--- src/aod_pkg.sv ---
// Package for the accelerometer orientation detector.
// Holds event and orientation codes, register indexes, datapath command types
// and the CORDIC step angle table. No dependencies.
package aod_pkg;

    localparam int EV_TYPE_W  = 16;
    localparam int EV_CODE_W  = 16;
    localparam int EV_VALUE_W = 32;
    localparam int S_DATA_W   = 64;
    localparam int M_DATA_W   = 8;
    localparam int CFG_W      = 7;
    localparam int CFG_IDX_W  = 2;
    localparam int DEG_W      = 7;
    localparam int ROOT_FRAC  = 8;
    localparam int MAX_DEG    = 90;
    localparam int ANG_TBL_W  = 22;
    localparam int ANG_FRAC   = 16;
    localparam int ANG_IDX_W  = 5;

    localparam logic [EV_TYPE_W-1:0] EV_SYN = 16'd0;
    localparam logic [EV_TYPE_W-1:0] EV_ABS = 16'd3;
    localparam logic [EV_CODE_W-1:0] REPORT_CODE = 16'd0;
    localparam logic [EV_CODE_W-1:0] ABS_X = 16'd0;
    localparam logic [EV_CODE_W-1:0] ABS_Y = 16'd1;
    localparam logic [EV_CODE_W-1:0] ABS_Z = 16'd2;

    localparam logic [CFG_IDX_W-1:0] CFG_PORTRAIT  = 2'd0;
    localparam logic [CFG_IDX_W-1:0] CFG_LANDSCAPE = 2'd1;
    localparam logic [CFG_IDX_W-1:0] CFG_SAME_AXIS = 2'd2;

    localparam logic [CFG_W-1:0] PORTRAIT_RST  = 7'd20;
    localparam logic [CFG_W-1:0] LANDSCAPE_RST = 7'd25;
    localparam logic [CFG_W-1:0] SAME_AXIS_RST = 7'd5;

    typedef logic [2:0] orient_t;
    localparam orient_t ORIENT_UNDEF  = 3'd0;
    localparam orient_t ORIENT_NORMAL = 3'd1;
    localparam orient_t ORIENT_BOTTOM = 3'd2;
    localparam orient_t ORIENT_LEFT   = 3'd3;
    localparam orient_t ORIENT_RIGHT  = 3'd4;

    typedef enum logic [3:0] {
        OP_NONE,
        OP_CAPTURE,
        OP_SQ_B,
        OP_SQ_C,
        OP_SUM,
        OP_ROOT,
        OP_CINIT,
        OP_ROT,
        OP_ROUND,
        OP_DECIDE,
        OP_EMIT
    } dp_op_t;

    typedef struct packed {
        dp_op_t op;
        logic   tilt_y;
    } dp_cmd_t;

    typedef struct packed {
        logic complete;
        logic zero_vec;
        logic exceeds;
        logic out_free;
    } dp_status_t;

    // atan(2^-i) in degrees, 16 fractional bits
    function automatic logic [ANG_TBL_W-1:0] step_angle(input logic [ANG_IDX_W-1:0] idx);
        logic [ANG_TBL_W-1:0] a;
        unique case (idx)
            5'd0:    a = 22'd2949120;
            5'd1:    a = 22'd1740967;
            5'd2:    a = 22'd919879;
            5'd3:    a = 22'd466945;
            5'd4:    a = 22'd234379;
            5'd5:    a = 22'd117304;
            5'd6:    a = 22'd58666;
            5'd7:    a = 22'd29335;
            5'd8:    a = 22'd14668;
            5'd9:    a = 22'd7334;
            5'd10:   a = 22'd3667;
            5'd11:   a = 22'd1833;
            5'd12:   a = 22'd917;
            5'd13:   a = 22'd458;
            5'd14:   a = 22'd229;
            5'd15:   a = 22'd115;
            5'd16:   a = 22'd57;
            5'd17:   a = 22'd29;
            5'd18:   a = 22'd14;
            5'd19:   a = 22'd7;
            5'd20:   a = 22'd4;
            5'd21:   a = 22'd2;
            5'd22:   a = 22'd1;
            default: a = 22'd0;
        endcase
        return a;
    endfunction

endpackage

--- src/aod_ctrl.sv ---
// Sequencer for the orientation detector: event intake, tilt passes, result hand-off.
// Depends on aod_pkg.
module aod_ctrl #(
    parameter int ROOT_STEPS   = 24,
    parameter int CORDIC_STEPS = 16,
    parameter int CNT_W        = 5
) (
    input  logic                clk,
    input  logic                rst_n,
    input  logic                s_tvalid,
    output logic                s_tready,
    input  aod_pkg::dp_status_t status,
    output aod_pkg::dp_cmd_t    cmd,
    output logic [CNT_W-1:0]    step
);
    import aod_pkg::*;

    typedef enum logic [10:0] {
        ST_IDLE   = 11'b00000000001,
        ST_ZCHK   = 11'b00000000010,
        ST_SQ_B   = 11'b00000000100,
        ST_SQ_C   = 11'b00000001000,
        ST_SUM    = 11'b00000010000,
        ST_ROOT   = 11'b00000100000,
        ST_CINIT  = 11'b00001000000,
        ST_ROT    = 11'b00010000000,
        ST_ROUND  = 11'b00100000000,
        ST_DECIDE = 11'b01000000000,
        ST_EMIT   = 11'b10000000000
    } state_t;

    state_t           state_reg, state_next;
    logic [CNT_W-1:0] cnt_reg, cnt_next;
    logic             tilt_y_reg, tilt_y_next;

    always_comb
    begin
        state_next  = state_reg;
        cnt_next    = cnt_reg;
        tilt_y_next = tilt_y_reg;
        cmd.op      = OP_NONE;
        cmd.tilt_y  = tilt_y_reg;
        s_tready    = 1'b0;
        unique case (state_reg)
            ST_IDLE:
            begin
                s_tready = 1'b1;
                if (s_tvalid)
                begin
                    cmd.op = OP_CAPTURE;
                    if (status.complete)
                    begin
                        state_next  = ST_ZCHK;
                        tilt_y_next = 1'b0;
                    end
                end
            end
            ST_ZCHK:
            begin
                state_next = status.zero_vec ? ST_EMIT : ST_SQ_B;
            end
            ST_SQ_B:
            begin
                cmd.op     = OP_SQ_B;
                state_next = ST_SQ_C;
            end
            ST_SQ_C:
            begin
                cmd.op     = OP_SQ_C;
                state_next = ST_SUM;
            end
            ST_SUM:
            begin
                cmd.op     = OP_SUM;
                cnt_next   = '0;
                state_next = ST_ROOT;
            end
            ST_ROOT:
            begin
                cmd.op = OP_ROOT;
                if (cnt_reg == CNT_W'(ROOT_STEPS - 1))
                begin
                    cnt_next   = '0;
                    state_next = ST_CINIT;
                end
                else
                begin
                    cnt_next = cnt_reg + 1'b1;
                end
            end
            ST_CINIT:
            begin
                cmd.op     = OP_CINIT;
                state_next = ST_ROT;
            end
            ST_ROT:
            begin
                cmd.op = OP_ROT;
                if (cnt_reg == CNT_W'(CORDIC_STEPS - 1))
                begin
                    cnt_next   = '0;
                    state_next = ST_ROUND;
                end
                else
                begin
                    cnt_next = cnt_reg + 1'b1;
                end
            end
            ST_ROUND:
            begin
                cmd.op     = OP_ROUND;
                state_next = ST_DECIDE;
            end
            ST_DECIDE:
            begin
                cmd.op = OP_DECIDE;
                if (!tilt_y_reg && !status.exceeds)
                begin
                    tilt_y_next = 1'b1;
                    state_next  = ST_SQ_B;
                end
                else
                begin
                    state_next = ST_EMIT;
                end
            end
            ST_EMIT:
            begin
                if (status.out_free)
                begin
                    cmd.op     = OP_EMIT;
                    state_next = ST_IDLE;
                end
            end
            default:
            begin
                state_next = ST_IDLE;
            end
        endcase
    end

    assign step = cnt_reg;

    always_ff @(posedge clk or negedge rst_n)
    begin
        if (!rst_n)
        begin
            state_reg  <= ST_IDLE;
            cnt_reg    <= '0;
            tilt_y_reg <= 1'b0;
        end
        else
        begin
            state_reg  <= state_next;
            cnt_reg    <= cnt_next;
            tilt_y_reg <= tilt_y_next;
        end
    end

endmodule

--- src/aod_datapath.sv ---
// Datapath: config registers, axis capture, squarer, bit-serial root, CORDIC,
// decision logic and output register. Depends on aod_pkg.
module aod_datapath #(
    parameter int AXIS_BITS       = 16,
    parameter int ANGLE_FRAC_BITS = 8,
    parameter int CNT_W           = 5
) (
    input  logic                              clk,
    input  logic                              rst_n,
    input  logic                              cfg_we,
    input  logic [aod_pkg::CFG_IDX_W-1:0]     cfg_index,
    input  logic [aod_pkg::CFG_W-1:0]         cfg_data,
    input  logic [aod_pkg::S_DATA_W-1:0]      s_tdata,
    input  aod_pkg::dp_cmd_t                  cmd,
    input  logic [CNT_W-1:0]                  step,
    output aod_pkg::dp_status_t               status,
    output logic                              m_tvalid,
    input  logic                              m_tready,
    output logic [aod_pkg::M_DATA_W-1:0]      m_tdata
);
    import aod_pkg::*;

    localparam int A    = AXIS_BITS;
    localparam int F    = ANGLE_FRAC_BITS;
    localparam int RW   = AXIS_BITS + ROOT_FRAC;
    localparam int CW   = RW + 3;
    localparam int AW   = F + 10;
    localparam int SQ_W = 2 * A;
    localparam logic signed [AW-1:0] ANG_LIM  = AW'(MAX_DEG << F);
    localparam logic signed [AW-1:0] ANG_HALF = AW'(1 << (F - 1));
    localparam logic [ANG_TBL_W:0]   T_HALF   = (ANG_TBL_W + 1)'(1 << (ANG_FRAC - 1 - F));

    // config and capture state
    logic [CFG_W-1:0] portrait_reg, landscape_reg, same_axis_reg;
    logic             seen_reg, have_x_reg, have_y_reg, have_z_reg;
    logic [A-1:0]     x_reg, y_reg, z_reg;
    orient_t          cur_reg, cur_next;
    logic             m_tvalid_reg, m_tvalid_next;

    // arithmetic
    logic [SQ_W-1:0]       sq_reg, sq_next, acc_reg, acc_next;
    logic [2*RW-1:0]       rad_reg, rad_next;
    logic [RW:0]           rem_reg, rem_next;
    logic [RW-1:0]         root_reg, root_next;
    logic signed [CW-1:0]  xv_reg, xv_next, yv_reg, yv_next;
    logic signed [AW-1:0]  ang_reg, ang_next;
    logic [DEG_W-1:0]      deg_reg, deg_next;
    orient_t               res_reg, res_next, out_reg, out_next;

    logic [EV_TYPE_W-1:0]  ev_type;
    logic [EV_CODE_W-1:0]  ev_code;
    logic [EV_VALUE_W-1:0] ev_value;
    logic [EV_VALUE_W-A:0] ev_top;
    logic [A-1:0]          sat_val;
    logic                  lat_x, lat_y, lat_z, is_report, complete;
    logic [A-1:0]          mag_x, mag_y, mag_z, mag_a, mag_b, mul_op;
    logic                  a_neg;
    logic [SQ_W-1:0]       mul_out;
    logic [RW+2:0]         rem_cat, trial;
    logic                  ge;
    logic signed [CW-1:0]  tx, ty;
    logic [ANG_TBL_W:0]    t_full;
    logic signed [AW-1:0]  t_step, ang_c, ang_rnd;
    logic [CFG_W-1:0]      thr;
    logic                  exceeds, on_axis;

    assign ev_type  = s_tdata[15:0];
    assign ev_code  = s_tdata[31:16];
    assign ev_value = s_tdata[63:32];

    always_comb
    begin
        ev_top  = ev_value[EV_VALUE_W-1:A-1];
        sat_val = ev_value[A-1:0];
        if (!((&ev_top) || !(|ev_top)))
        begin
            sat_val = ev_value[EV_VALUE_W-1] ? {1'b1, {(A-1){1'b0}}} : {1'b0, {(A-1){1'b1}}};
        end
    end

    assign lat_x     = seen_reg && (ev_type == EV_ABS) && (ev_code == ABS_X) && !have_x_reg;
    assign lat_y     = seen_reg && (ev_type == EV_ABS) && (ev_code == ABS_Y) && !have_y_reg;
    assign lat_z     = seen_reg && (ev_type == EV_ABS) && (ev_code == ABS_Z) && !have_z_reg;
    assign is_report = (ev_type == EV_SYN) && (ev_code == REPORT_CODE);
    assign complete  = (have_x_reg || lat_x) && (have_y_reg || lat_y) && (have_z_reg || lat_z);

    assign mag_x = x_reg[A-1] ? A'(~x_reg + 1'b1) : x_reg;
    assign mag_y = y_reg[A-1] ? A'(~y_reg + 1'b1) : y_reg;
    assign mag_z = z_reg[A-1] ? A'(~z_reg + 1'b1) : z_reg;
    assign mag_a = cmd.tilt_y ? mag_y : mag_x;
    assign mag_b = cmd.tilt_y ? mag_x : mag_y;
    assign a_neg = cmd.tilt_y ? y_reg[A-1] : x_reg[A-1];

    assign mul_op  = (cmd.op == OP_SQ_B) ? mag_b : mag_z;
    assign mul_out = mul_op * mul_op;

    // one root bit per step
    assign rem_cat = {rem_reg, rad_reg[2*RW-1 -: 2]};
    assign trial   = {1'b0, root_reg, 2'b01};
    assign ge      = (rem_cat >= trial);

    assign tx     = xv_reg >>> step;
    assign ty     = yv_reg >>> step;
    assign t_full = {1'b0, step_angle(ANG_IDX_W'(step))} + T_HALF;
    assign t_step = $signed(AW'(t_full >> (ANG_FRAC - F)));

    always_comb
    begin
        ang_c = ang_reg;
        if (ang_reg < 0)
        begin
            ang_c = '0;
        end
        else if (ang_reg > ANG_LIM)
        begin
            ang_c = ANG_LIM;
        end
    end
    assign ang_rnd = ang_c + ANG_HALF;

    assign thr     = cmd.tilt_y ? landscape_reg : portrait_reg;
    assign exceeds = (deg_reg > thr);
    assign on_axis = cmd.tilt_y ? ((cur_reg == ORIENT_BOTTOM) || (cur_reg == ORIENT_NORMAL))
                                : ((cur_reg == ORIENT_LEFT) || (cur_reg == ORIENT_RIGHT));

    always_comb
    begin
        sq_next       = sq_reg;
        acc_next      = acc_reg;
        rad_next      = rad_reg;
        rem_next      = rem_reg;
        root_next     = root_reg;
        xv_next       = xv_reg;
        yv_next       = yv_reg;
        ang_next      = ang_reg;
        deg_next      = deg_reg;
        res_next      = res_reg;
        out_next      = out_reg;
        cur_next      = cur_reg;
        m_tvalid_next = m_tvalid_reg && !m_tready;
        unique case (cmd.op)
            OP_CAPTURE:
            begin
                if (complete)
                begin
                    res_next = cur_reg;
                end
            end
            OP_SQ_B:
            begin
                sq_next = mul_out;
            end
            OP_SQ_C:
            begin
                acc_next = sq_reg;
                sq_next  = mul_out;
            end
            OP_SUM:
            begin
                rad_next  = {SQ_W'(acc_reg + sq_reg), {(2 * ROOT_FRAC){1'b0}}};
                rem_next  = '0;
                root_next = '0;
            end
            OP_ROOT:
            begin
                rad_next  = rad_reg << 2;
                rem_next  = ge ? (RW + 1)'(rem_cat - trial) : (RW + 1)'(rem_cat);
                root_next = {root_reg[RW-2:0], ge};
            end
            OP_CINIT:
            begin
                xv_next  = $signed({3'b000, root_reg});
                yv_next  = $signed({3'b000, mag_a, {ROOT_FRAC{1'b0}}});
                ang_next = '0;
            end
            OP_ROT:
            begin
                if (!yv_reg[CW-1])
                begin
                    xv_next  = xv_reg + ty;
                    yv_next  = yv_reg - tx;
                    ang_next = ang_reg + t_step;
                end
                else
                begin
                    xv_next  = xv_reg - ty;
                    yv_next  = yv_reg + tx;
                    ang_next = ang_reg - t_step;
                end
            end
            OP_ROUND:
            begin
                if (mag_a == '0)
                begin
                    deg_next = '0;
                end
                else if (root_reg == '0)
                begin
                    deg_next = DEG_W'(MAX_DEG);
                end
                else
                begin
                    deg_next = ang_rnd[F+DEG_W-1:F];
                end
            end
            OP_DECIDE:
            begin
                if (exceeds)
                begin
                    if (on_axis && (deg_reg < same_axis_reg))
                    begin
                        res_next = cur_reg;
                    end
                    else if (cmd.tilt_y)
                    begin
                        res_next = a_neg ? ORIENT_BOTTOM : ORIENT_NORMAL;
                    end
                    else
                    begin
                        res_next = a_neg ? ORIENT_LEFT : ORIENT_RIGHT;
                    end
                end
            end
            OP_EMIT:
            begin
                out_next      = res_reg;
                cur_next      = res_reg;
                m_tvalid_next = 1'b1;
            end
            default:
            begin
            end
        endcase
    end

    always_ff @(posedge clk or negedge rst_n)
    begin
        if (!rst_n)
        begin
            portrait_reg  <= PORTRAIT_RST;
            landscape_reg <= LANDSCAPE_RST;
            same_axis_reg <= SAME_AXIS_RST;
            seen_reg      <= 1'b0;
            have_x_reg    <= 1'b0;
            have_y_reg    <= 1'b0;
            have_z_reg    <= 1'b0;
            x_reg         <= '0;
            y_reg         <= '0;
            z_reg         <= '0;
            cur_reg       <= ORIENT_UNDEF;
            m_tvalid_reg  <= 1'b0;
        end
        else
        begin
            cur_reg      <= cur_next;
            m_tvalid_reg <= m_tvalid_next;
            if (cfg_we)
            begin
                case (cfg_index)
                    CFG_PORTRAIT:  portrait_reg  <= cfg_data;
                    CFG_LANDSCAPE: landscape_reg <= cfg_data;
                    CFG_SAME_AXIS: same_axis_reg <= cfg_data;
                    default:
                    begin
                    end
                endcase
            end
            if (cmd.op == OP_CAPTURE)
            begin
                if (lat_x)
                begin
                    x_reg <= sat_val;
                end
                if (lat_y)
                begin
                    y_reg <= sat_val;
                end
                if (lat_z)
                begin
                    z_reg <= sat_val;
                end
                if (complete)
                begin
                    seen_reg   <= 1'b0;
                    have_x_reg <= 1'b0;
                    have_y_reg <= 1'b0;
                    have_z_reg <= 1'b0;
                end
                else
                begin
                    have_x_reg <= have_x_reg || lat_x;
                    have_y_reg <= have_y_reg || lat_y;
                    have_z_reg <= have_z_reg || lat_z;
                    if (is_report)
                    begin
                        seen_reg <= 1'b1;
                    end
                end
            end
        end
    end

    always_ff @(posedge clk)
    begin
        sq_reg   <= sq_next;
        acc_reg  <= acc_next;
        rad_reg  <= rad_next;
        rem_reg  <= rem_next;
        root_reg <= root_next;
        xv_reg   <= xv_next;
        yv_reg   <= yv_next;
        ang_reg  <= ang_next;
        deg_reg  <= deg_next;
        res_reg  <= res_next;
        out_reg  <= out_next;
    end

    assign status.complete = complete;
    assign status.zero_vec = (x_reg == '0) && (y_reg == '0) && (z_reg == '0);
    assign status.exceeds  = exceeds;
    assign status.out_free = !m_tvalid_reg || m_tready;

    assign m_tvalid = m_tvalid_reg;
    assign m_tdata  = {{(M_DATA_W - 3){1'b0}}, out_reg};

endmodule

--- src/accel_orientation_detector_unit.sv ---
// Accelerometer orientation detector top level: controller plus datapath.
// Events that do not complete an X/Y/Z capture transfer at one per cycle.
// A completing event ends intake; an all-zero vector is reported without tilt passes,
// else the x tilt pass decides, or a y tilt pass follows when x does not exceed; each pass
// squares, takes the root one bit per cycle and runs CORDIC one step per cycle.
// rst_n asynchronous, active low: registers 20/25/5, orientation undefined, capture cleared.
module accel_orientation_detector_unit #(
    parameter int AXIS_BITS       = 16,
    parameter int ANGLE_FRAC_BITS = 8,
    parameter int CORDIC_STEPS    = 16
) (
    input  logic                          clk,
    input  logic                          rst_n,
    input  logic                          cfg_we,
    input  logic [aod_pkg::CFG_IDX_W-1:0] cfg_index,
    input  logic [aod_pkg::CFG_W-1:0]     cfg_data,
    input  logic                          s_tvalid,
    output logic                          s_tready,
    // event_type [15:0], event_code [31:16], event_value [63:32]
    input  logic [aod_pkg::S_DATA_W-1:0]  s_tdata,
    output logic                          m_tvalid,
    input  logic                          m_tready,
    // orientation [2:0], zeros [7:3]
    output logic [aod_pkg::M_DATA_W-1:0]  m_tdata
);
    import aod_pkg::*;

    localparam int ROOT_STEPS = AXIS_BITS + ROOT_FRAC;
    localparam int MAX_STEPS  = (ROOT_STEPS > CORDIC_STEPS) ? ROOT_STEPS : CORDIC_STEPS;
    localparam int CNT_W      = $clog2(MAX_STEPS);

    dp_cmd_t          cmd;
    dp_status_t       status;
    logic [CNT_W-1:0] step;

    aod_ctrl #(
        .ROOT_STEPS   (ROOT_STEPS),
        .CORDIC_STEPS (CORDIC_STEPS),
        .CNT_W        (CNT_W)
    ) u_ctrl (
        .clk      (clk),
        .rst_n    (rst_n),
        .s_tvalid (s_tvalid),
        .s_tready (s_tready),
        .status   (status),
        .cmd      (cmd),
        .step     (step)
    );

    aod_datapath #(
        .AXIS_BITS       (AXIS_BITS),
        .ANGLE_FRAC_BITS (ANGLE_FRAC_BITS),
        .CNT_W           (CNT_W)
    ) u_dp (
        .clk       (clk),
        .rst_n     (rst_n),
        .cfg_we    (cfg_we),
        .cfg_index (cfg_index),
        .cfg_data  (cfg_data),
        .s_tdata   (s_tdata),
        .cmd       (cmd),
        .step      (step),
        .status    (status),
        .m_tvalid  (m_tvalid),
        .m_tready  (m_tready),
        .m_tdata   (m_tdata)
    );

endmodule

--- config.mk ---
export PLATFORM = sky130hd
export DESIGN_NAME = accel_orientation_detector_unit
export DESIGN_NICKNAME = d
export VERILOG_FILES = /design/src/aod_pkg.sv /design/src/aod_ctrl.sv /design/src/aod_datapath.sv /design/src/accel_orientation_detector_unit.sv
export SDC_FILE = /design/constraint.sdc
export NUM_CORES = 2
export LEC_CHECK = 0
export BUFFER_PORTS_ARGS = -buffer_cell sky130_fd_sc_hd__buf_2
export CAP_MARGIN = 0
export CORE_MARGIN = 8
export CORE_UTILIZATION = 60
export CTS_CLUSTER_SIZE = 28
export DETAILED_ROUTE_END_ITERATION = 10
export PLACE_DENSITY = 0.78
export SETUP_SLACK_MARGIN = 0.5
export SYNTH_ARGS = -nofsm -noshare
export SYNTH_HDL_FRONTEND = slang
export SYNTH_SLANG_ARGS = --single-unit
--- constraint.sdc ---
create_clock -name clk -period 9.78 [get_ports clk]
set_input_delay 0.489 -clock clk [delete_from_list [all_inputs] [get_ports clk]]
set_output_delay 0.489 -clock clk [all_outputs]
set_load 0.005 [all_outputs]
==> metrics <==
diode count=0; Setup Viol. Count Final=0; Setup CP Type=reg -> reg; outcome=finished clean; maximum vdd drop=0.0001300 V; final antenna-violating net count=0; Largest stage delay, worst path=540 ps; Post-Route WL=77.93 mm; count of cell types in the netlist=96; final-report max-slew violation count=0; crit path time final=8639 ps; family with the most delay on the worst path=adder cells; post-CTS setup buffers=0; Max-Slew Margin vs Limit=27.82%; Final HPWL DP=59.23 mm; HP Class=in -> reg; Initial Utilization=60.41%; worst-path maximum fanout=31; I/O pin count=88; leakage power=0.01500 µW; DRC violation total after the first TritonRoute iteration=2018; DIE HEIGHT=245.6 µm; overall global routing resource usage=25.84%; mapped cell area=31620 µm²; synthesized area per cell=9.240 µm²; Synth area leaders=edfxtp_1 (22%), fa_1 (11%), ha_1 (10%), dfrtp_1 (6.8%), inv_1 (4.1%); Max-Cap Viols=0; number of enable flip-flop cells after synthesis=228; most frequent cell after synthesis=inv_1; clock-pin slew on the worst setup and hold paths=60 ps; Final Cycle Share=88.34%; filler instances=4300; Die Area=60300 µm²; Hold Vio Cnt, Final=0; Largest register FFs=32; row count=84; power per cell area=89.63 nW/µm²; crit path buf inv count=8; total gr overflow=0; dpl cells=4102; clk root buf=clkbuf_16; Fmax=115.7 MHz; pre-CTS WS=1172 ps; ys flop type=edfxtp_1; Die Wd=245.6 µm; final hold slack=177.9 ps; Port-buffer cells=82; initial antenna violation count=1; Yosys reg bits=322; Worst Path Required=10080 ps; critical path arrival=8940 ps; clk sink count=322; first-pass GRT wire length=129.0 mm; TritonRoute pass-1 iters=6; Ys Warns=0; Core Footprint=52340 µm²; NumNets Final=3953; RSZ-0062 raised after global routing=false; DR DRC count=0; post-synth top area share=21.65%; final worst setup slack=1141 ps; number of global-route vias before repair=25370; critical path's slowest cell=fa_1; CP endpoint kind=register; vias per cell=6.135; skew final=27.23 ps; largest net degree at the start of global routing=89; Area Overhead vs Synth=7.388%; post-synth top area cell=edfxtp_1; layout cells sized above 1=10.02%; worst slew pin tran=1083 ps; top cells by count, synth=inv_1 (345), nor2_1 (343), nand2_1 (311); Clock Latency Late Sink=570 ps; Async SR Flop Fraction=29.19%; CTS tree=yes; htree depth=2; Total Negative Setup Slacks=0 ps; Vias=25595; drt wl/cell=18.68 µm; buffer depth of the longest clock path=3; Final Instance Count excl. Fillers=4172; startpoint types=register; Synth Instances=3422; cts bufs inserted=38; Final GP Congestion=1.020; register area share after synthesis=29.12%
==> cells by family after synthesis <==
| logic type | synth area share (%) |
|---|---|
| AOI/OAI and AO/OA | 14.91 |
| xor gates and xnor gates | 6.316 |
| adders and majority gates | 20.58 |
| buffers and inverters | 6.058 |
| DFF | 29.12 |
| muxes | 7.673 |
| other | 0.02375 |
| and+or+nand+nor | 15.31 |
==> per-stage QoR <==
stage | total power [µW] | utilization [%] | area (µm²)
detailed placement | 1623 | 62.44 | 32680
finish | 3043 | 64.87 | 33960
global route | 3139 | 64.87 | 33960
CTS | 3069 | 64.87 | 33950
floorplan | 1574 | - | 31680
global placement | 1616 | 62.44 | 32680
==> layout by cell type (no fill, tap or decap), types with 52 or more instances in the layout <==
master | synthesis | layout
a21oi_1 | 230 | 230
buf_2 | 12 | 81
dfrtp_1 | 86 | 84
edfxtp_1 | 228 | 228
fa_1 | 167 | 167
ha_1 | 253 | 253
inv_1 | 345 | 345
mux2_2 | 57 | 57
mux2i_1 | 59 | 59
mux4_2 | 52 | 52
nand2_1 | 311 | 311
nand3_1 | 62 | 61
nor2_1 | 343 | 340
o21ai_0 | 168 | 167
xnor2_1 | 121 | 121
xor2_1 | 107 | 107
==> path summary, 6_finish.rpt <==
kind                       cells past startpoint                       startpoint  slack [ps]                                end
setup / recovery                              32  u_ctrl.state_reg[6]$_DFFE_PN0P_        1140          u_dp.sq_reg[28]$_DFFE_PP_
hold / removal                                 2                      cfg_data[4]         180  u_dp.same_axis_reg[4]$_DFFE_PN0P_
setup reg to reg                              32  u_ctrl.state_reg[6]$_DFFE_PN0P_        1140          u_dp.sq_reg[28]$_DFFE_PP_
hold reg to reg                                0        u_dp.res_reg[0]$_DFFE_PP_         450          u_dp.out_reg[0]$_DFFE_PP_
max in group asynchronous                      3                            rst_n        8270         u_dp.x_reg[12]$_DFFE_PN0P_
min in group asynchronous                      2                            rst_n         410          u_dp.x_reg[1]$_DFFE_PN0P_
==> cell type report <==
cell class                      instances  area [µm²]  area share, %
Clock buffer                           45        1030          3.033
Clock inverter                         24       230.2         0.6780
Inverter                              352        1321          3.891
Multi-Input combinational cell       2624       20620          60.73
Sequential cell                       322        9214          27.14
Tap cell                              688       860.8          2.535
Timing Repair Buffer                  117       678.2          1.997
==> where the power goes <==
part,switching (µW),total (µW),internal (µW)
clock,607,1450,840
combinational,63.6,119,55.2
sequential,8.81,1480,1470
total,679,3040,2360
==> per-layer routing <==
| layer | GRT usage, % | wire length, µm | up-vias |
|---|---|---|---|
| li1 | - | - | 12101 |
| met1 | 33.89 | 32880 | 12423 |
| met2 | 43.96 | 37720 | 875 |
| met3 | 3.073 | 4630 | 194 |
| met4 | 9.059 | 2691 | 2 |
| met5 | 0 | 13 | - |
==> repair_timing <==
action / 4_1_cts / 5_1_grt
endpoints found under the setup margin: 0 / 2
hold buffers: 1 / 0
gates resized for setup: 0 / 1
endpoints found under the hold margin: 30 / 0
Power figures use the tool's default switching activity.
